--- src/sha1s_pkg.sv ---
package sha1s_pkg;

  localparam int unsigned WORDS     = 16;
  localparam int unsigned WADDR_W   = 4;
  localparam int unsigned ROUNDS    = 80;
  localparam int unsigned COUNT_W   = 61;

  // initial vector; element 0 is word a
  localparam logic [4:0][31:0] IV = {
    32'hc3d2e1f0, 32'h10325476, 32'h98badcfe, 32'hefcdab89, 32'h67452301
  };

  localparam logic [31:0] K0 = 32'h5a827999;
  localparam logic [31:0] K1 = 32'h6ed9eba1;
  localparam logic [31:0] K2 = 32'h8f1bbcdc;
  localparam logic [31:0] K3 = 32'hca62c1d6;

  localparam logic [7:0] PAD_BYTE = 8'h80;

  typedef struct packed {
    logic [7:0] data_byte;
    logic       byte_present;
    logic       end_of_message;
  } msg_t;

  typedef struct packed {
    logic [31:0] digest_word;
    logic [2:0]  word_index;
    logic        last_word;
  } digest_t;

  typedef enum logic [2:0] {
    ST_IDLE,
    ST_ROUND,
    ST_ADD,
    ST_PAD_FIRST,
    ST_PAD_FILL,
    ST_OUT
  } state_t;

  // sequencer to round datapath
  typedef struct packed {
    logic       init;   // load a..e from the chaining words
    logic       latch;  // hold first pair of schedule reads
    logic       round;  // perform one round
    logic       add;    // fold a..e into the chaining words
    logic       iv;     // back to the initial vector
    logic [6:0] t;
  } core_ctrl_t;

  function automatic logic [31:0] round_k(input logic [6:0] t);
    logic [31:0] k;
    if (t < 7'd20) begin
      k = K0;
    end else if (t < 7'd40) begin
      k = K1;
    end else if (t < 7'd60) begin
      k = K2;
    end else begin
      k = K3;
    end
    return k;
  endfunction

endpackage

--- src/sha1s_ram.sv ---
module sha1s_ram #(
  parameter int unsigned WIDTH = 32,
  parameter int unsigned DEPTH = 16
) (
  input  logic                     clk,
  input  logic                     we,
  input  logic [$clog2(DEPTH)-1:0] waddr,
  input  logic [WIDTH-1:0]         wdata,
  input  logic [$clog2(DEPTH)-1:0] raddr_a,
  input  logic [$clog2(DEPTH)-1:0] raddr_b,
  output logic [WIDTH-1:0]         rdata_a,
  output logic [WIDTH-1:0]         rdata_b
);

  logic [WIDTH-1:0] mem [DEPTH];

  always_ff @(posedge clk) begin
    if (we) begin
      mem[waddr] <= wdata;
    end
    rdata_a <= mem[raddr_a];
    rdata_b <= mem[raddr_b];
  end

endmodule

--- src/sha1s_core.sv ---
module sha1s_core (
  input  logic                   clk,
  input  logic                   rst,
  input  sha1s_pkg::core_ctrl_t  ctrl,
  input  logic [31:0]            q_a,
  input  logic [31:0]            q_b,
  input  logic [2:0]             idx,
  output logic [31:0]            w,
  output logic [31:0]            h_word
);

  logic [4:0][31:0] h;
  logic [31:0] a, b, c, d, e;
  logic [31:0] sched_x;
  logic [31:0] x;
  logic [31:0] f;
  logic [31:0] a_new;

  // phase 2 sees W[t-14] on port a and W[t-16] (or W[t] in the first 16) on port b
  always_comb begin
    x = sched_x ^ q_a ^ q_b;
    if (ctrl.t < 7'd16) begin
      w = q_b;
    end else begin
      w = {x[30:0], x[31]};
    end

    if (ctrl.t < 7'd20) begin
      f = (b & c) | (~b & d);
    end else if (ctrl.t < 7'd40) begin
      f = b ^ c ^ d;
    end else if (ctrl.t < 7'd60) begin
      f = (b & c) | (b & d) | (c & d);
    end else begin
      f = b ^ c ^ d;
    end

    a_new = {a[26:0], a[31:27]} + f + e + w + sha1s_pkg::round_k(ctrl.t);
    h_word = h[idx];
  end

  always_ff @(posedge clk) begin
    if (ctrl.latch) begin
      sched_x <= q_a ^ q_b;
    end
    if (ctrl.init) begin
      a <= h[0];
      b <= h[1];
      c <= h[2];
      d <= h[3];
      e <= h[4];
    end else if (ctrl.round) begin
      a <= a_new;
      b <= a;
      c <= {b[1:0], b[31:2]};
      d <= c;
      e <= d;
    end
  end

  always_ff @(posedge clk) begin
    if (rst) begin
      h <= sha1s_pkg::IV;
    end else if (ctrl.iv) begin
      h <= sha1s_pkg::IV;
    end else if (ctrl.add) begin
      h[0] <= h[0] + a;
      h[1] <= h[1] + b;
      h[2] <= h[2] + c;
      h[3] <= h[3] + d;
      h[4] <= h[4] + e;
    end
  end

endmodule

--- src/sha1_stream_hasher.sv ---
// SHA-1 over a byte stream.
// msg channel (valid/ready): one request per byte; byte_present marks a data
// byte, end_of_message closes the message (with or without a byte). A request
// with neither flag is taken and ignored.
// digest channel (valid/ready): five requests per message, words a..e with
// word_index 0..4, last_word on the fifth.
// Bytes are packed four to a word into a 16 x 32 window RAM with two read
// ports, which also holds the rolling schedule during compression.
// Bytes are taken while idle; the byte that fills a block starts a compression
// of 80 rounds (two RAM read slots, then the round) plus the chaining add,
// during which msg_ready is low, so no new byte is taken until it is done.
// End of message: a pad write, fill writes to the end of the block, one or
// two compressions, then the five digest words at one per cycle while the
// receiver accepts. The fifth word sits in an output register, so the next
// message is accepted while it waits. A stalled receiver holds the block in
// the output state. After the digest the chaining words return to the
// initial vector and the count to zero.
// Reset (rst, synchronous) restores the initial vector and a zero count;
// no clearing pass is needed.
module sha1_stream_hasher (
  input  logic               clk,
  input  logic               rst,
  input  logic               msg_valid,
  output logic               msg_ready,
  input  sha1s_pkg::msg_t    msg,
  output logic               digest_valid,
  input  logic               digest_ready,
  output sha1s_pkg::digest_t digest
);

  sha1s_pkg::state_t     state, state_next;
  sha1s_pkg::core_ctrl_t ctrl;

  logic [sha1s_pkg::COUNT_W-1:0] count;
  logic [31:0] wbuf;
  logic [6:0]  t;
  logic [1:0]  phase;
  logic [3:0]  padaddr;
  logic        len_here;
  logic        pad_active;
  logic        end_pend;
  logic [2:0]  idx;

  logic        accept;
  logic        load_out;
  logic [1:0]  lane;
  logic [63:0] len_bits;
  logic [31:0] padword;
  logic [31:0] fillword;

  logic        we;
  logic [3:0]  waddr;
  logic [31:0] wdata;
  logic [3:0]  raddr_a, raddr_b;
  logic [31:0] q_a, q_b;
  logic [31:0] w;
  logic [31:0] h_word;

  assign msg_ready = (state == sha1s_pkg::ST_IDLE) && !rst;
  assign accept    = msg_valid & msg_ready;
  assign lane      = count[1:0];
  assign len_bits  = {count, 3'b000};

  // partial word: bytes so far, the pad byte, zeros
  always_comb begin
    for (int j = 0; j < 4; j++) begin
      if (2'(j) < lane) begin
        padword[31-8*j -: 8] = wbuf[31-8*j -: 8];
      end else if (2'(j) == lane) begin
        padword[31-8*j -: 8] = sha1s_pkg::PAD_BYTE;
      end else begin
        padword[31-8*j -: 8] = 8'h00;
      end
    end
  end

  always_comb begin
    if (len_here && padaddr == 4'd14) begin
      fillword = len_bits[63:32];
    end else if (len_here && padaddr == 4'd15) begin
      fillword = len_bits[31:0];
    end else begin
      fillword = '0;
    end
  end

  always_comb begin
    state_next = state;
    ctrl       = '0;
    ctrl.t     = t;
    we         = 1'b0;
    waddr      = '0;
    wdata      = '0;
    raddr_a    = '0;
    raddr_b    = '0;
    load_out   = 1'b0;
    unique case (state)
      sha1s_pkg::ST_IDLE: begin
        if (accept) begin
          if (msg.byte_present && lane == 2'd3) begin
            we    = 1'b1;
            waddr = count[5:2];
            wdata = {wbuf[31:8], msg.data_byte};
          end
          if (msg.byte_present && count[5:0] == 6'd63) begin
            ctrl.init  = 1'b1;
            state_next = sha1s_pkg::ST_ROUND;
          end else if (msg.end_of_message) begin
            state_next = sha1s_pkg::ST_PAD_FIRST;
          end
        end
      end
      sha1s_pkg::ST_ROUND: begin
        unique case (phase)
          2'd0: begin
            raddr_a = t[3:0] - 4'd3;
            raddr_b = t[3:0] - 4'd8;
          end
          2'd1: begin
            raddr_a    = t[3:0] - 4'd14;
            raddr_b    = t[3:0];
            ctrl.latch = 1'b1;
          end
          default: begin
            ctrl.round = 1'b1;
            we         = 1'b1;
            waddr      = t[3:0];
            wdata      = w;
            if (t == 7'(sha1s_pkg::ROUNDS - 1)) begin
              state_next = sha1s_pkg::ST_ADD;
            end
          end
        endcase
      end
      sha1s_pkg::ST_ADD: begin
        ctrl.add = 1'b1;
        priority if (pad_active && len_here) begin
          state_next = sha1s_pkg::ST_OUT;
        end else if (pad_active) begin
          state_next = sha1s_pkg::ST_PAD_FILL;
        end else if (end_pend) begin
          state_next = sha1s_pkg::ST_PAD_FIRST;
        end else begin
          state_next = sha1s_pkg::ST_IDLE;
        end
      end
      sha1s_pkg::ST_PAD_FIRST: begin
        we    = 1'b1;
        waddr = count[5:2];
        wdata = padword;
        if (count[5:2] == 4'd15) begin
          ctrl.init  = 1'b1;
          state_next = sha1s_pkg::ST_ROUND;
        end else begin
          state_next = sha1s_pkg::ST_PAD_FILL;
        end
      end
      sha1s_pkg::ST_PAD_FILL: begin
        we    = 1'b1;
        waddr = padaddr;
        wdata = fillword;
        if (padaddr == 4'd15) begin
          ctrl.init  = 1'b1;
          state_next = sha1s_pkg::ST_ROUND;
        end
      end
      sha1s_pkg::ST_OUT: begin
        load_out = !digest_valid || digest_ready;
        if (load_out && idx == 3'd4) begin
          ctrl.iv    = 1'b1;
          state_next = sha1s_pkg::ST_IDLE;
        end
      end
      default: begin
        state_next = sha1s_pkg::ST_IDLE;
      end
    endcase
  end

  always_ff @(posedge clk) begin
    if (rst) begin
      state <= sha1s_pkg::ST_IDLE;
    end else begin
      state <= state_next;
    end
  end

  always_ff @(posedge clk) begin
    if (rst) begin
      count        <= '0;
      t            <= '0;
      phase        <= '0;
      padaddr      <= '0;
      len_here     <= 1'b0;
      pad_active   <= 1'b0;
      end_pend     <= 1'b0;
      idx          <= '0;
      digest_valid <= 1'b0;
    end else begin
      if (accept && msg.byte_present) begin
        count                  <= count + 1'b1;
        wbuf[{~lane, 3'b000} +: 8] <= msg.data_byte;
        end_pend               <= msg.end_of_message;
      end

      if (ctrl.init) begin
        t     <= '0;
        phase <= '0;
      end else if (state == sha1s_pkg::ST_ROUND) begin
        if (phase == 2'd2) begin
          phase <= '0;
          t     <= t + 7'd1;
        end else begin
          phase <= phase + 2'd1;
        end
      end

      if (state == sha1s_pkg::ST_PAD_FIRST) begin
        end_pend   <= 1'b0;
        pad_active <= 1'b1;
        len_here   <= (count[5:0] <= 6'd55);
        padaddr    <= count[5:2] + 4'd1;
      end else if (state == sha1s_pkg::ST_PAD_FILL) begin
        padaddr <= padaddr + 4'd1;
      end else if (state == sha1s_pkg::ST_ADD && pad_active && !len_here) begin
        // length did not fit: second pad block, zeros then length
        padaddr  <= '0;
        len_here <= 1'b1;
      end

      if (load_out) begin
        digest_valid       <= 1'b1;
        digest.digest_word <= h_word;
        digest.word_index  <= idx;
        digest.last_word   <= (idx == 3'd4);
        if (idx == 3'd4) begin
          idx        <= '0;
          count      <= '0;
          pad_active <= 1'b0;
          len_here   <= 1'b0;
        end else begin
          idx <= idx + 3'd1;
        end
      end else if (digest_ready) begin
        digest_valid <= 1'b0;
      end
    end
  end

  sha1s_ram #(
    .WIDTH (32),
    .DEPTH (sha1s_pkg::WORDS)
  ) u_window (
    .clk     (clk),
    .we      (we),
    .waddr   (waddr),
    .wdata   (wdata),
    .raddr_a (raddr_a),
    .raddr_b (raddr_b),
    .rdata_a (q_a),
    .rdata_b (q_b)
  );

  sha1s_core u_core (
    .clk    (clk),
    .rst    (rst),
    .ctrl   (ctrl),
    .q_a    (q_a),
    .q_b    (q_b),
    .idx    (idx),
    .w      (w),
    .h_word (h_word)
  );

endmodule

--- config.mk ---
export PLATFORM = sky130hd
export DESIGN_NAME = sha1_stream_hasher
export DESIGN_NICKNAME = d
export VERILOG_FILES = /design/src/sha1s_pkg.sv /design/src/sha1s_ram.sv /design/src/sha1s_core.sv /design/src/sha1_stream_hasher.sv
export SDC_FILE = /design/constraint.sdc
export NUM_CORES = 2
export LEC_CHECK = 0
export BUFFER_PORTS_ARGS = -buffer_cell sky130_fd_sc_hd__buf_2
export CAP_MARGIN = 20
export CORE_UTILIZATION = 60
export CTS_CLUSTER_SIZE = 30
export DETAILED_ROUTE_END_ITERATION = 8
export HOLD_SLACK_MARGIN = 0.15
export PLACE_DENSITY = 0.87
export SLEW_MARGIN = 10
export SYNTH_ARGS = -nofsm -noshare
export SYNTH_HDL_FRONTEND = slang
export SYNTH_SLANG_ARGS = --single-unit
--- constraint.sdc ---
create_clock -name clk -period 7.3 [get_ports clk]
set_input_delay 0.365 -clock clk [delete_from_list [all_inputs] [get_ports clk]]
set_output_delay 0.365 -clock clk [all_outputs]
set_load 0.005 [all_outputs]
==> flow_metrics.py <==
metrics = {
    "synth": {
        "avgSynthCellArea_um2": 10.6,
        "synth_cell_types": 83,
        "syn_area_um2": 60000,
        "netlist_instances": 5674,
        "synthArstFlopShare_pct": 0,
        "ys_seq_area_share_pct": 48.5,
        "ys_ff_latch": 1072,
        "synth_enable_flop_cells": 764,
        "syn-num-nets": 6046,
        "synth_warnings": 0,
        "synth_ff_type": "edfxtp_1",
    },
    "global_route": {
        "gr-usage-met2_pct": 53.5,
        "grtUsageMet3_pct": 8.00,
        "grt_first_pass_wirelength_mm": 269,
        "antenna_found_initial": 3,
        "gr-total-overflow": 0,
        "grtUsageMet1_pct": 44.0,
        "first_global_vias": 46400,
        "grt_use_total_pct": 34.3,
        "grt_max_degree": 159,
        "grt_busiest_layer": "met2",
    },
    "drt": {
        "vias_per_cell": 6.86,
        "vias": 48000,
        "dr.pass1.iters": 9,
        "dr.first_iter.drc_count": 6706,
        "post_drt_wl_per_cell_um": 25.3,
        "routed_wl_mm": 177,
        "drc": 1,
        "ant_nets": 0,
    },
    "clocking": {
        "cts_root_buffer": "clkbuf_16",
        "cts_setup_buffers": 0,
        "clk_path_buf_depth": 3,
        "worst_skew_pair.late_latency_ns": 0.74,
        "cts_tree": "yes",
        "clock_sinks": 1072,
        "h-tree-depth": 3,
        "cts_buffers": 105,
        "path_clk_slew_ns": 0.07,
    },
    "power": {
        "leakage_nw": 23.6,
        "powerDensity_nw_per_um2": 250,
        "ir_drop_mv": 0.260,
    },
    "worst_setup_path": {
        "critPathSlowestCell": "fa_1",
        "crit_arrival_ns": 7.32,
        "cp_max_fo": 12,
        "start_kind": "flip-flop",
        "max_stage_delay_ns": 0.56,
        "path_class": "flip-flop to flip-flop",
        "required_ns": 7.76,
        "crit_family": "compound AO/OA/AOI/OAI gates",
        "critPathBufInv": 6,
        "end_kind": "flip-flop",
    },
    "sta": {
        "finalSetupViolCount": 0,
        "rsz0062_at_grt": "no",
        "max_freq_ghz": 0.146,
        "period_share_pct": 94.0,
        "finalHoldViolations": 0,
        "relSlewSlack_pct": 18.0,
        "setup-tns-final_ns": 0,
        "skew_ns": 0.0407,
        "finalCriticalPeriod_ns": 6.86,
        "worst_slew_pin_slew_ns": 1.22,
        "slew_viol_final": 0,
    },
    "floorplanning": {
        "start_util_pct": 60.8,
        "core-area_um2": 98700,
        "pin_count": 52,
        "die_width_um": 318,
        "fp.dieH_um": 318,
        "num_rows": 115,
        "fp.dieArea_um2": 101000,
    },
    "cells_and_area": {
        "nets": 5986,
        "area_growth_pct": 8.99,
        "drive_gt1_share_pct": 9.22,
        "fin_cells": 6994,
        "final_common_cell": "nand2_1",
        "layout_common_cells": "nand2_1, edfxtp_1, a21oi_1",
        "post-route-util_pct": 66.3,
    },
    "run_status": {
        "violations": "design-rule violations",
        "status": "finished with violations",
    },
    "placed_design": {
        "dp.cells": 6768,
        "portBuffers": 51,
        "post-dp-hpwl_mm": 111,
        "place.gp.congestion": 0.973,
    },
    "worst_hold_path": {
        "hold_class": "input pin to flip-flop",
    },
    "run": {
        "cap_violations": 0,
    },
}
==> cell families (layout without fill, tap and decap cells) <==
logic type | count (synthesis) | count (layout) | synth area share, %
compound gates | 1324 | 1324 | 14.4
fa+ha+maj | 358 | 358 | 9.01
other cells | 0 | 1 | 0
xor+xnor | 280 | 280 | 4.09
buf+inv | 467 | 499 | 2.93
mux | 295 | 295 | 7.13
flops | 1072 | 1072 | 48.5
simple gates | 1878 | 1878 | 14.0
==> registers in the layout, summed over array words and instances, names as in the netlist, 3 cells and up <==
name and flops:
u_window.rdata_a 32, u_core.h 160, u_core.a 32, wbuf 24
u_window.mem 512, u_core.d 32, u_core.e 32, state 3
u_core.sched_x 32, u_core.b 32, count 61, idx 3
u_window.rdata_b 32, digest 36, t 7, u_core.c 32
padaddr 4
==> cell usage after synthesis, types with 11 or more instances <==
cell type / number / share of area, %
nand2_1: 1004 / 6.3
edfxtp_1: 764 / 38
a21oi_1: 339 / 2.8
dfxtp_1: 308 / 10
nor2_1: 297 / 1.9
clkbuf_1: 269 / 1.7
o21ai_0: 254 / 2.1
ha_1: 234 / 4.9
a211oi_1: 189 / 2.4
and2_1: 170 / 1.8
inv_1: 149 / 0.93
xnor2_1: 144 / 2.1
xor2_1: 136 / 2.0
nand3_1: 135 / 1.1
mux2i_1: 134 / 2.2
fa_1: 124 / 4.1
mux4_2: 100 / 3.8
a31oi_1: 89 / 0.93
a21o_1: 80 / 1.0
a311oi_1: 65 / 0.95
mux2_2: 61 / 1.1
nor2b_1: 60 / 0.63
o211ai_1: 55 / 0.69
nand2b_1: 44 / 0.46
buf_1: 41 / 0.26
nor3_1: 39 / 0.33
o22ai_1: 37 / 0.39
and3_1: 32 / 0.33
o21a_1: 30 / 0.38
nand4_1: 28 / 0.29
a222oi_1: 22 / 0.37
o32ai_1: 22 / 0.32
or3_1: 22 / 0.23
o21bai_1: 21 / 0.26
a211o_1: 15 / 0.22
a221o_1: 11 / 0.18
==> where the power goes <==
group          total, W  leakage [nW]  switching [W]  internal (W)
sequential      0.00709          9.00       0.000256       0.00683
clock           0.00569          1.74        0.00248       0.00321
combinational   0.00358          12.9        0.00226       0.00132
==> layout make-up <==
class                      count  area [um2]
multi-input combinational   4135       29400
sequential                  1072       29100
clock inverter                61         702
fill                        6848       33300
inverter                     150         563
clock buffer                 138        2870
antenna                        1        2.50
tap                         1287        1610
timing repair buffer         150        1120
==> repair_timing <==
item                       CTS  global route
hold buffers                14             0
setup endpoints to repair    0             8
hold endpoints to repair    36             0
gates resized for setup      0             4
==> worst reg2reg max path: stages (launching register included) <==
cell	delay, ns
dfxtp_1	0.39
a41oi_1	0.34
inv_1	0.26
nor2_2	0.27
clkinv_1	0.14
buf_4	0.21
nor2_1	0.14
a211oi_2	0.06
fa_1	0.56
inv_1	0.06
fa_1	0.51
fa_1	0.51
inv_1	0.08
ha_1	0.16
inv_1	0.05
fa_1	0.39
nor2b_1	0.12
o21ai_0	0.10
a21boi_0	0.36
o22ai_1	0.20
a211oi_2	0.38
a21oi_1	0.25
o31a_1	0.38
a21oi_1	0.25
a31oi_1	0.16
xor2_1	0.16
o21ai_0	0.09
==> metal layers <==
layer / share of wire, % / wire [um]
met5: 0.017 / 31
met4: 6.3 / 11200
met2: 45 / 80100
met1: 35 / 62600
met3: 13 / 23200
==> path summary, 6_finish.rpt <==
path	start	endpoint	slack [ns]	cells past startpoint
worst max register to register	t[5]$_SDFFE_PP0P_	u_core.a[29]$_DFFE_PP_	0.44	26
worst min-delay path	msg[1]	state[1]$_SDFFE_PP0P_	0.20	4
worst max-delay path	t[5]$_SDFFE_PP0P_	u_core.a[29]$_DFFE_PP_	0.44	26
worst min register to register	u_core.h[147]$_SDFFE_PP0N_	u_core.h[147]$_SDFFE_PP0N_	0.49	2
==> through the flow <==
step	power, W	area, um2	setup slack (ns)	hold WS [ns]
after floorplan	0.00969	60000	0.922	0.406
after global placement	0.0105	61600	0.287	0.473
after detailed placement	0.0106	61600	0.0597	0.483
after CTS	0.0162	65300	0.0144	0.196
after global routing	0.0169	65400	0.0129	0.240
final	0.0164	65400	0.435	0.199
Note: power is estimated with default switching activity, not from simulation.
